$ cat config.mk
export PLATFORM = sky130hd
export DESIGN_NAME = three_sum_zero_triplets_top
export DESIGN_NICKNAME = d
export VERILOG_FILES = /design/src/sv/tsz_pkg.sv /design/src/sv/three_sum_zero_triplets_top.sv /design/src/sv/tsz_store.sv /design/src/sv/tsz_out.sv
export SDC_FILE = /design/constraint.sdc
export NUM_CORES = 2
export LEC_CHECK = 0
export BUFFER_PORTS_ARGS = -buffer_cell sky130_fd_sc_hd__buf_2
export CAP_MARGIN = 20
export CORE_AREA = 2 2 395 495
export CTS_CLUSTER_SIZE = 10
export DETAILED_ROUTE_END_ITERATION = 16
export DIE_AREA = 0 0 397 497
export PLACE_DENSITY = 0.65
export SYNTH_ARGS = -nofsm -noshare
export SYNTH_HDL_FRONTEND = slang
export SYNTH_HIERARCHICAL = 1
export SYNTH_SLANG_ARGS = --single-unit
$ cat constraint.sdc
create_clock -name clk -period 8.05 [get_ports clk]
set_input_delay 0.4025 -clock clk [delete_from_list [all_inputs] [get_ports clk]]
set_output_delay 0.4025 -clock clk [all_outputs]
set_load 0.01 [all_outputs]
$ cat src/sv/tsz_pkg.sv
// Shared types for the zero-sum triplet finder.
package tsz_pkg;

  typedef enum logic [4:0] {
    ST_LOAD,
    ST_SORT_RD_KEY,
    ST_SORT_WAIT_KEY,
    ST_SORT_RD_PREV,
    ST_SORT_CMP,
    ST_SCAN_ANCHOR,
    ST_SCAN_RD_A,
    ST_SCAN_RD_AP,
    ST_SCAN_CHK_A,
    ST_SCAN_RD_LO,
    ST_SCAN_RD_HI,
    ST_SCAN_SUM,
    ST_SKIP_LO_RD,
    ST_SKIP_LO_CMP,
    ST_SKIP_HI_RD,
    ST_SKIP_HI_CMP,
    ST_EMIT,
    ST_SUMMARY
  } state_t;

  typedef struct packed {
    logic signed [31:0] first_value;
    logic signed [31:0] middle_value;
    logic signed [31:0] third_value;
    logic               is_summary;
    logic               found_any;
    logic               triplets_dropped;
    logic               inputs_dropped;
  } result_t;

endpackage

$ cat src/sv/three_sum_zero_triplets_top.sv
// Top level: load, insertion sort in memory, two-pointer three-sum scan.
//
//  channel | dir | handshake           | payload
//  in      | in  | in_valid/in_stall   | value, last
//  out     | out | out_valid/out_stall | triplet fields, flags, end_of_run
//
// Non-last items are taken back to back while loading. The last item starts
// an insertion sort in the store (one write port, one registered read port),
// then the two-pointer scan. Reset is synchronous; the store needs no
// clearing. A full, stalled output holds the sequencer when it has a result
// to load; input is stalled from the last item until the summary is loaded.
module three_sum_zero_triplets_top #(
  parameter int MAX_ITEMS    = 64,
  parameter int MAX_TRIPLETS = 63
) (
  input  logic               clk,
  input  logic               rst,
  input  logic               in_valid,
  output logic               in_stall,
  input  logic signed [31:0] value,
  input  logic               last,
  output logic               out_valid,
  input  logic               out_stall,
  output logic signed [31:0] first_value,
  output logic signed [31:0] middle_value,
  output logic signed [31:0] third_value,
  output logic               is_summary,
  output logic               found_any,
  output logic               triplets_dropped,
  output logic               inputs_dropped,
  output logic               end_of_run
);
  import tsz_pkg::*;

  localparam int AW = (MAX_ITEMS > 1) ? $clog2(MAX_ITEMS) : 1;
  localparam int CW = $clog2(MAX_ITEMS + 1);
  localparam int TW = $clog2(MAX_TRIPLETS + 1);

  state_t state, state_next;
  logic [CW-1:0] count, count_next;
  logic ovf, ovf_next, found, found_next, tdrop, tdrop_next;
  logic [TW-1:0] emitted, emitted_next;
  logic [CW-1:0] i, i_next, j, j_next, lo, lo_next, hi, hi_next;
  logic signed [31:0] key, key_next, va, va_next, vlo, vlo_next, vhi, vhi_next;

  logic we;
  logic [AW-1:0] waddr, raddr;
  logic signed [31:0] wdata, rdata;
  logic out_load, out_full;
  result_t res, res_out;
  logic signed [33:0] sum;

  tsz_store #(.DEPTH(MAX_ITEMS), .AW(AW)) u_store (
    .clk, .we, .waddr, .wdata, .raddr, .rdata);

  tsz_out u_out (.clk, .rst, .load(out_load), .din(res), .full(out_full),
    .stall(out_stall), .dout(res_out));

  assign out_valid        = out_full;
  assign first_value      = res_out.first_value;
  assign middle_value     = res_out.middle_value;
  assign third_value      = res_out.third_value;
  assign is_summary       = res_out.is_summary;
  assign found_any        = res_out.found_any;
  assign triplets_dropped = res_out.triplets_dropped;
  assign inputs_dropped   = res_out.inputs_dropped;
  assign end_of_run       = res_out.is_summary;
  assign in_stall         = (state != ST_LOAD);

  assign sum = 34'(va) + 34'(vlo) + 34'(vhi);

  always_ff @(posedge clk) begin
    if (rst) begin
      state   <= ST_LOAD;
      count   <= '0;
      ovf     <= 1'b0;
      found   <= 1'b0;
      tdrop   <= 1'b0;
      emitted <= '0;
    end else begin
      state   <= state_next;
      count   <= count_next;
      ovf     <= ovf_next;
      found   <= found_next;
      tdrop   <= tdrop_next;
      emitted <= emitted_next;
    end
    i   <= i_next;
    j   <= j_next;
    lo  <= lo_next;
    hi  <= hi_next;
    key <= key_next;
    va  <= va_next;
    vlo <= vlo_next;
    vhi <= vhi_next;
  end

  always_comb begin
    state_next   = state;
    count_next   = count;
    ovf_next     = ovf;
    found_next   = found;
    tdrop_next   = tdrop;
    emitted_next = emitted;
    i_next = i; j_next = j; lo_next = lo; hi_next = hi;
    key_next = key; va_next = va; vlo_next = vlo; vhi_next = vhi;
    we = 1'b0; waddr = '0; wdata = '0; raddr = '0;
    out_load = 1'b0;
    res = '0;
    case (state)
      ST_LOAD: begin
        if (in_valid) begin
          if (count < CW'(MAX_ITEMS)) begin
            we = 1'b1; waddr = count[AW-1:0]; wdata = value;
            count_next = count + 1'b1;
          end else begin
            ovf_next = 1'b1;
          end
          if (last) begin
            i_next = CW'(1);
            state_next = ST_SORT_RD_KEY;
          end
        end
      end
      ST_SORT_RD_KEY: begin
        if (i >= count) begin
          i_next = '0;
          state_next = ST_SCAN_ANCHOR;
        end else begin
          raddr = i[AW-1:0];
          j_next = i;
          state_next = ST_SORT_WAIT_KEY;
        end
      end
      ST_SORT_WAIT_KEY: begin
        key_next = rdata;
        state_next = ST_SORT_RD_PREV;
      end
      ST_SORT_RD_PREV: begin
        if (j == '0) begin
          we = 1'b1; waddr = '0; wdata = key;
          i_next = i + 1'b1;
          state_next = ST_SORT_RD_KEY;
        end else begin
          raddr = AW'(j - 1'b1);
          state_next = ST_SORT_CMP;
        end
      end
      ST_SORT_CMP: begin
        we = 1'b1; waddr = j[AW-1:0];
        if (rdata > key) begin
          wdata = rdata;
          j_next = j - 1'b1;
          state_next = ST_SORT_RD_PREV;
        end else begin
          wdata = key;
          i_next = i + 1'b1;
          state_next = ST_SORT_RD_KEY;
        end
      end
      ST_SCAN_ANCHOR: begin
        if ({1'b0, i} + 2'd2 >= {1'b0, count}) begin
          state_next = ST_SUMMARY;
        end else begin
          raddr = i[AW-1:0];
          state_next = ST_SCAN_RD_A;
        end
      end
      ST_SCAN_RD_A: begin
        va_next = rdata;
        if (i == '0) begin
          lo_next = i + 1'b1;
          hi_next = count - 1'b1;
          state_next = ST_SCAN_RD_LO;
        end else begin
          raddr = AW'(i - 1'b1);
          state_next = ST_SCAN_RD_AP;
        end
      end
      ST_SCAN_RD_AP: begin
        // keep the previous anchor's address so rdata still holds it next cycle
        raddr = AW'(i - 1'b1);
        state_next = ST_SCAN_CHK_A;
      end
      ST_SCAN_CHK_A: begin
        if (rdata == va) begin
          i_next = i + 1'b1;
          state_next = ST_SCAN_ANCHOR;
        end else begin
          lo_next = i + 1'b1;
          hi_next = count - 1'b1;
          state_next = ST_SCAN_RD_LO;
        end
      end
      ST_SCAN_RD_LO: begin
        if (lo >= hi) begin
          i_next = i + 1'b1;
          state_next = ST_SCAN_ANCHOR;
        end else begin
          raddr = lo[AW-1:0];
          state_next = ST_SCAN_RD_HI;
        end
      end
      ST_SCAN_RD_HI: begin
        vlo_next = rdata;
        raddr = hi[AW-1:0];
        state_next = ST_SCAN_SUM;
      end
      ST_SCAN_SUM: begin
        vhi_next = rdata;
        state_next = ST_EMIT;
      end
      ST_EMIT: begin
        if (sum == '0) begin
          found_next = 1'b1;
          if (emitted < TW'(MAX_TRIPLETS)) begin
            if (!out_full || !out_stall) begin
              out_load = 1'b1;
              res.first_value  = va;
              res.middle_value = vlo;
              res.third_value  = vhi;
              emitted_next = emitted + 1'b1;
              state_next = ST_SKIP_LO_RD;
            end else begin
              found_next = found;
            end
          end else begin
            tdrop_next = 1'b1;
            state_next = ST_SKIP_LO_RD;
          end
        end else if (sum < 0) begin
          lo_next = lo + 1'b1;
          state_next = ST_SCAN_RD_LO;
        end else begin
          hi_next = hi - 1'b1;
          state_next = ST_SCAN_RD_LO;
        end
      end
      ST_SKIP_LO_RD: begin
        if (lo < hi) begin
          raddr = AW'(lo + 1'b1);
          state_next = ST_SKIP_LO_CMP;
        end else begin
          state_next = ST_SKIP_HI_RD;
        end
      end
      ST_SKIP_LO_CMP: begin
        if (rdata == vlo) begin
          lo_next = lo + 1'b1;
          state_next = ST_SKIP_LO_RD;
        end else begin
          state_next = ST_SKIP_HI_RD;
        end
      end
      ST_SKIP_HI_RD: begin
        if (lo < hi) begin
          raddr = AW'(hi - 1'b1);
          state_next = ST_SKIP_HI_CMP;
        end else begin
          lo_next = lo + 1'b1;
          hi_next = hi - 1'b1;
          state_next = ST_SCAN_RD_LO;
        end
      end
      ST_SKIP_HI_CMP: begin
        if (rdata == vhi) begin
          hi_next = hi - 1'b1;
          state_next = ST_SKIP_HI_RD;
        end else begin
          lo_next = lo + 1'b1;
          hi_next = hi - 1'b1;
          state_next = ST_SCAN_RD_LO;
        end
      end
      ST_SUMMARY: begin
        if (!out_full || !out_stall) begin
          out_load = 1'b1;
          res.is_summary       = 1'b1;
          res.found_any        = found;
          res.triplets_dropped = tdrop;
          res.inputs_dropped   = ovf;
          count_next = '0; ovf_next = 1'b0; found_next = 1'b0;
          tdrop_next = 1'b0; emitted_next = '0;
          state_next = ST_LOAD;
        end
      end
      default: state_next = ST_LOAD;
    endcase
  end

  a_count_cap: assert property (@(posedge clk) disable iff (rst)
    count <= CW'(MAX_ITEMS)) else $error("count beyond capacity");
  a_emit_cap: assert property (@(posedge clk) disable iff (rst)
    emitted <= TW'(MAX_TRIPLETS)) else $error("too many triplets");
  a_summary_clears: assert property (@(posedge clk) disable iff (rst)
    (state == ST_SUMMARY && out_load) |=> (count == '0 && emitted == '0))
    else $error("run state not cleared");
  a_load_only_idle: assert property (@(posedge clk) disable iff (rst)
    out_load |-> state != ST_LOAD) else $error("result during load");
endmodule

$ cat src/sv/tsz_store.sv
// Value store: one write port, one registered read port.
module tsz_store #(
  parameter int DEPTH = 64,
  parameter int AW    = 6
) (
  input  logic               clk,
  input  logic               we,
  input  logic [AW-1:0]      waddr,
  input  logic signed [31:0] wdata,
  input  logic [AW-1:0]      raddr,
  output logic signed [31:0] rdata
);
  logic signed [31:0] mem [DEPTH];

  always_ff @(posedge clk) begin
    if (we) mem[waddr] <= wdata;
    rdata <= mem[raddr];
  end
endmodule

$ cat src/sv/tsz_out.sv
// Output register stage holding one result item.
module tsz_out (
  input  logic                clk,
  input  logic                rst,
  input  logic                load,
  input  tsz_pkg::result_t    din,
  output logic                full,
  input  logic                stall,
  output tsz_pkg::result_t    dout
);
  import tsz_pkg::*;

  always_ff @(posedge clk) begin
    if (rst) begin
      full <= 1'b0;
    end else if (load) begin
      full <= 1'b1;
    end else if (!stall) begin
      full <= 1'b0;
    end
    if (load) dout <= din;
  end

  a_no_overwrite: assert property (@(posedge clk) disable iff (rst)
    load |-> (!full || !stall)) else $error("result overwritten");
endmodule
=== Word level (Yosys, flattened, before mapping) ===
Memories as Yosys holds them, arrays and structs flattened. A register that Yosys moved wholly into a read port is not among the register bits.
Index checks and enable logic that the tools add are counted.

* Add/sub/neg operators: 11
* Order comparisons: 8
* Eq/ne operators: 47
* Muxes and demuxes: 92
* Reductions and logical operators: 26

{| class="wikitable"
|+ Operator list
! operator !! count
|-
| 7-bit two-way mux || 24
|-
| 32-bit two-way mux || 4
|-
| 32-bit equality test || 3
|-
| 32-bit case mux with 3 select lines || 1
|-
| 5-bit case mux with 18 select lines || 1
|-
| 7-bit case mux with 6 select lines || 2
|-
| 6-bit two-way mux || 13
|-
| 6-bit case mux with 9 select lines || 1
|-
| 2-bit inequality test (second input constant) || 24
|-
| 5-bit by 4-bit equality test with 1-bit output (second input constant) || 8
|-
| 5-bit two-way mux || 7
|-
| 7-bit case mux with 5 select lines || 1
|-
| 33-bit by 32-bit adder with 34-bit output || 1
|-
| 34-bit logical NOT || 1
|-
| 34-bit by 1-bit less-than comparator with 1-bit output (second input constant) || 1
|-
| 32-bit by 32-bit adder with 33-bit output || 1
|-
| 32-bit greater-than comparator || 1
|-
| 7-bit case mux with 2 select lines || 2
|-
| 6-bit case mux with 2 select lines || 2
|-
| 4-bit AND reduction || 6
|-
| 7-bit by 1-bit adder with 7-bit output (second input constant) || 3
|-
| 7-bit by 1-bit subtractor with 7-bit output (second input constant) || 3
|-
| 5-bit by 3-bit equality test with 1-bit output (second input constant) || 4
|-
| 1-bit two-way mux || 18
|-
| other kinds (31) || 52
|}

* Register bits: 278
* RAM bits: 2048
* Input bits: 37
* Output and inout bits: 103
* Word-level logic and storage cells: 207
* Memories kept: 1

{| class="wikitable"
|+ Memory list
! name !! depth !! bits a word !! read ports !! clocked after memory_dff !! wr ports !! RTL line !! RTL
|-
| u_store.mem || 64 || 32 || 1 || 1 || 1 || tsz_store.sv:13 || <nowiki>logic signed [31:0] mem [DEPTH];</nowiki>
|}

=== Longest topological paths before layout ===
* Word-level depth: 7
* Gate-level depth with buffers: 23
* Gate-level depth less buffers: 17

=== By module ===
The synthesis kept the hierarchy.

{| class="wikitable"
|+ Modules (own cells, without submodules)
! module !! instances !! cells each !! area an instance (sq um) !! seq. area each (sq um)
|-
| tsz_store || 1 || 3511 || 79039.6 || 62139.6
|-
| three_sum_zero_triplets_top || 1 || 1436 || 13909.6 || 5104.9
|-
| tsz_out || 1 || 103 || 3031.7 || 3022.9
|}

=== Least setup slack after synthesis ===
Ideal clock, no wire load.

* Path kind: reg-to-reg
* From: reg va[1]
* To: reg u_out/dout[0] (netlist name) (enable)
* Library setup time: 416 ps
* Arrival time: 5000 ps
* Required time: 7634 ps
* Setup slack: 2634 ps
* Stages on the path, launching flop included: 14
* Path buffers: 0
* Clock period less this slack: 5416 ps
* Cell sequence: edfxtp_1 -> fa_1 -> ha_1 -> inv_1 -> fa_1 -> nand2b_1 -> a21oi_1 -> o21ai_0 -> xor2_1 -> or4b_1 -> nor4_1 -> nand4_1 -> nor4_4 -> or2_2

* Word-level cells in the longest chain between the ends: 5

{| class="wikitable"
|+ RTL lines
! element !! RTL line !! RTL
|-
| start: declaration || three_sum_zero_triplets_top.sv:44 || <nowiki>logic signed [31:0] key, key_next, va, va_next, vlo, vlo_next, vhi, vhi_next;</nowiki>
|-
| start signal: assignment || three_sum_zero_triplets_top.sv:93 || <nowiki>va <= va_next;</nowiki>
|-
| 32-bit by 32-bit adder with 33-bit output || three_sum_zero_triplets_top.sv:70 || <nowiki>assign sum = 34'(va) + 34'(vlo) + 34'(vhi);</nowiki>
|-
| 33-bit by 32-bit adder with 34-bit output || three_sum_zero_triplets_top.sv:70 ||
|-
| 34-bit logical NOT || three_sum_zero_triplets_top.sv:214 || <nowiki>if (sum == '0) begin</nowiki>
|-
| 1-bit two-way mux || three_sum_zero_triplets_top.sv:214 ||
|-
| 1-bit case mux with 2 select lines || three_sum_zero_triplets_top.sv:110 || <nowiki>case (state)</nowiki>
|-
| net out_load || three_sum_zero_triplets_top.sv:49 || <nowiki>logic out_load, out_full;</nowiki>
|-
| end signal: assignment || tsz_out.sv:21 || <nowiki>if (load) dout <= din;</nowiki>
|-
| end: declaration || tsz_out.sv:9 || <nowiki>output tsz_pkg::result_t dout</nowiki>
|}

The timed path passes the listed nets, and every way through them passes these cells.
A chain may end at the register's enable or synchronous reset.

=== Final worst setup path ===
* From: reg vlo[1]
* To: reg u_out.full

* Word-level cells in the longest chain between the ends: 6
* Elaborated cells on any way between the ends: 7
* Those cells by class: add/sub (2); eq/ne (1); mux (3); reduce/logical (1)

{| class="wikitable"
|+ RTL lines
! element !! RTL line !! RTL
|-
| start: declaration || three_sum_zero_triplets_top.sv:44 ||
|-
| start signal: assignment || three_sum_zero_triplets_top.sv:94 || <nowiki>vlo <= vlo_next;</nowiki>
|-
| 32-bit by 32-bit adder with 33-bit output * || three_sum_zero_triplets_top.sv:70 ||
|-
| 33-bit by 32-bit adder with 34-bit output * || three_sum_zero_triplets_top.sv:70 ||
|-
| 34-bit logical NOT * || three_sum_zero_triplets_top.sv:214 ||
|-
| 1-bit two-way mux * || three_sum_zero_triplets_top.sv:214 ||
|-
| 1-bit case mux with 2 select lines * || three_sum_zero_triplets_top.sv:110 ||
|-
| net out_load || three_sum_zero_triplets_top.sv:49 ||
|-
| 2-bit by 1-bit inequality test with 1-bit output (no line) or 1-bit two-way mux (tied branches) || - ||
|-
| end signal: assignment || tsz_out.sv:15 || <nowiki>full <= 1'b0;</nowiki>
|-
| end signal: assignment || tsz_out.sv:17 || <nowiki>full <= 1'b1;</nowiki>
|-
| end signal: assignment || tsz_out.sv:19 || <nowiki>full <= 1'b0;</nowiki>
|-
| end: declaration || tsz_out.sv:7 || <nowiki>output logic full,</nowiki>
|}

Mark *: on every way through the listed nets, which the timed path passes. The rest lies on a longest branch.

==> metrics.md <==
| Metric | Value |
|---|---|
| Async SR Flop Fraction | `0` |
| Most frequent standard cell in the layout excluding fill and tap cells | `edfxtp_1` |
| Maximum count of clock buffers along a single path | `4` |
| Class of the tightest hold or removal check | `primary input to flip-flop` |
| Achievable frequency | `around 160 MHz` |
| RSZ-0062 raised after global routing | `false` |
| Post-detailed-routing wire length | `around 270000 um` |
| Hold-fix buffer count after cts | `4` |
| Total Negative Setup Slacks | `0 ns` |
| Required time at the endpoint of the critical path | `between 8 and 9 ns` |
| Fraction of post-synthesis cell area in the top cell type by area | `0.7208` |
| Transition time of the tightest slew-check pin | `approximately 1.1 ns` |
| Syn Nets | `~5200` |
| Overall fraction of global-route tracks in use | `0.2700` |
| Crit share post-route | `0.7881` |
| Avg Vias per Cell | `6.372` |
| Post-DP HPWL | `approximately 170000 um` |
| Cell chain of the critical path | `fa_1 > ha_1 > inv_1 > fa_1 > nand2b_1 > a21oi_1 > o21ai_1 > a21oi_1 > and3b_1 > a2111oi_0 > nand4_1 > nor4_4 > or2_4 > a21oi_1 > nor2_1 > dlygate4sd3_1` |
| Die Footprint | `between 150000 and 200000 um^2` |
| Clk root buf | `clkbuf_16` |
| Smallest hold slack | `0.08050 ns` |
| Antenna violations before repair | `10` |
| Clk network pwr share | `0.313` |
| Pleak | `34.82 nW` |
| Combinational power share | `0.252` |
| Netlist cell types | `86` |
| Fraction of final layout cells sized beyond drive strength 1 | `0.2243` |
| Number of flip-flops and latches in the synthesized netlist | `2358` |
| # setup viols final | `0` |
| Post-route DRC | `0` |
| Standard-cell row count | `180` |
| Clock network latency to the later pin of the worst-skew pair | `between 0.9 and 1 ns` |
| Slowest stage cell on the critical path | `nor4_4` |
| Hold Crit Start | `value[28]` |
| Pin count of the biggest net entering global routing | `76` |
| Area of the mapped netlist | `roughly 96000 um^2` |
| Final weighted congestion in routability-driven placement | `approximately 1.0` |
| Area growth from synthesis to layout | `13.17%` |
| Fraction of power spent switching nets | `0.3068` |
| Worst Clk Skew | `0.05024 ns` |
| Number of pins with negative max-slew slack in the final report | `0` |
| Number of buffer cells added on primary ports | `roughly 140` |
| Status | `complete, no violations` |
| Type of the setup path with the least slack | `flip-flop to flip-flop` |
| Overall die height | `497 um` |
| Commonest cells after routing, fill and taps aside | `edfxtp_1, mux4_2, clkbuf_16, mux2i_1, buf_4` |
| Cell mode on critical path | `a21oi_1` |
| Sequential cell area fraction in the yosys report | `0.7321` |
| Ys Warns | `6` |
| Vias | `51450` |
| Average cell area after synthesis | `around 19 um^2` |
| Post-CTS Setup Bufs | `0` |
| Number of design-rule violations left by the first detailed-router iteration | `about 6000` |
| Clk pin slew, worst setup/hold paths | `around 0.06 ns` |
| Remaining global-route overflow | `0` |
| Post-synth top flop | `edfxtp_1` |
| Initial Utilization | `0.4996` |
| Max-cap viol count | `0` |
| Crit start category | `flip-flop` |
| Max-Slew Margin vs Limit | `0.2464` |
| Critical path's largest stage delay | `0.81 ns` |
| Post-layout net count | `5586` |
| Level count of the clock H-tree | `5` |
| Post-place instance area | `approximately 100000 um^2` |
| Worst-path maximum fanout | `39` |
| Avg WL per Cell | `between 30 and 40 um` |
| Core footprint | `192100 um^2` |
| Post-DRT Antenna Nets | `0` |
| Hold violation total from the final report | `0` |
| Worst endpoint data arrival time | `a little over 7 ns` |
| Sw power | `~11 mW` |
| CTS tree | `yes` |
| Total iterations of the first detailed-routing run | `7` |
| Post-synthesis instance total | `5050` |
| Time the final worst path needs with I/O delays and setup | `6.344 ns` |
| CP startpoint | `vlo[1]` |
| Ratio of total power to cell area | `328.7 nW/um^2` |
| Highest ir drop seen on vdd | `about 0.34 mV` |
| Worst setup EP type | `flip-flop` |
| Number of enable-type register cells in the synthesized netlist | `roughly 2300` |
| Dominant cell type by area after synthesis | `edfxtp_1` |
| Via count of the first global-routing pass | `51550` |
| Number of top-level design ports | `between 100 and 150` |
| Internal portion of total power | `roughly 25 mW` |
| Num Clock Sinks | `~2400` |
| Crit Reg-Reg Startpoint | `vlo[1]` |
| Top cells by area, synth | `edfxtp_1, mux4_2, mux2i_1` |
| Resized cells post-CTS | `0` |
| Number of buffers inserted during clock tree synthesis | `around 290` |
| Die X-Extent | `397 um` |
| Global-route wire length before repair | `~380000 um` |
| Relative contribution of sequential cells to total power | `0.435` |
| Area of all placed cells without fillers | `108600 um^2` |
-- per-layer routing --
metal / routed length, um / global-route usage
met3: 20080 / 0.04478
met2: 135800 / 0.4609
met1: 97810 / 0.3372
met5: 46 / 0
met4: 13420 / 0.1252
-- power by group through the flow --
| stage | Clock [mW] | Sequential, mW | Combinational [mW] |
|---|---|---|---|
| after detailed placement | 0 | 15.8 | 8.95 |
| after floorplan | 0 | 15.6 | 5.35 |
| final | 11.2 | 15.5 | 8.98 |
| after CTS | 11.4 | 15.5 | 8.98 |
| after global placement | 0 | 15.8 | 8.83 |
| after global routing | 11.8 | 15.6 | 9.45 |
-- cells in the mapped netlist, types with 37 or more instances --
| master | number |
|---|---|
| a21oi_1 | 113 |
| a221o_1 | 37 |
| a22oi_1 | 134 |
| and2_1 | 136 |
| buf_2 | 58 |
| clkbuf_1 | 119 |
| dfxtp_1 | 54 |
| edfxtp_1 | 2304 |
| ha_1 | 96 |
| inv_1 | 81 |
| mux2i_1 | 196 |
| mux4_2 | 446 |
| nand2_1 | 108 |
| nand3_1 | 80 |
| nand4_1 | 41 |
| nor2_1 | 198 |
| o21ai_0 | 72 |
| o22ai_1 | 48 |
| xnor2_1 | 94 |
| xor2_1 | 51 |
-- sequential cells by signal, indices dropped and copies added, names as in the netlist --
register / cells
u_store/rdata: 32
found: 1
tdrop: 1
vhi: 32
ovf: 1
j: 7
va: 32
lo: 7
i: 7
key: 32
state: 5
u_store/mem: 2048
u_out/full: 1
vlo: 32
hi: 7
emitted: 6
u_out/dout: 100
count: 7
-- worst paths after layout --
path	end	slack (ns)	cells past startpoint
hold / removal	u_store/mem[60][28]	0.08	3
setup / recovery	u_out/full	1.71	16
setup reg to reg	u_out/full	1.71	16
hold reg to reg	found	0.46	2
-- stage by stage --
| step | total power [mW] | instances | worst slack [ns] | utilization |
|---|---|---|---|---|
| floorplan | 20.96 | 5050 | 2.634 | - |
| detailed placement | 24.73 | 7667 | 1.715 | 0.5240 |
| global route | 36.84 | 8069 | 1.322 | 0.5654 |
| finish | 35.71 | 8074 | 1.706 | 0.5654 |
| CTS | 35.87 | 8056 | 1.705 | 0.5649 |
| global placement | 24.58 | 7665 | 1.644 | 0.5238 |
-- cells by family (layout without fill, tap and decap cells) --
logic type	count (synthesis)	in the layout	synth area share
mux	645	645	0.1254
flops	2358	2358	0.7321
compound gates	677	677	0.04999
xor+xnor	145	145	0.01323
buf+inv	342	806	0.01907
other cells	0	12	0
simple gates	754	754	0.04076
fa+ha+maj	129	129	0.01940
-- cell type report --
type | instances | area [um^2]
Sequential cell | 2358 | 70270
Fill cell | 14240 | 83490
Multi-Input combinational cell | 2350 | 24530
Tap cell | 2548 | 3188
Clock buffer | 372 | 7691
Timing Repair Buffer | 340 | 2486
Clock inverter | 13 | 125.1
Inverter | 81 | 304.0
Antenna cell | 12 | 30.03
-- critical path, delay by kind of cell, from the launching register on --
| kind | cells | cell delay, ns |
|---|---|---|
| AND/OR/NAND/NOR | 6 | 2.20 |
| AO/OA/AOI/OAI | 5 | 1.87 |
| adder cells (fa/ha/maj) | 3 | 1.09 |
| buffers and inverters | 2 | 0.60 |
| flip-flops | 1 | 0.47 |
Power figures use the tool's default switching activity.
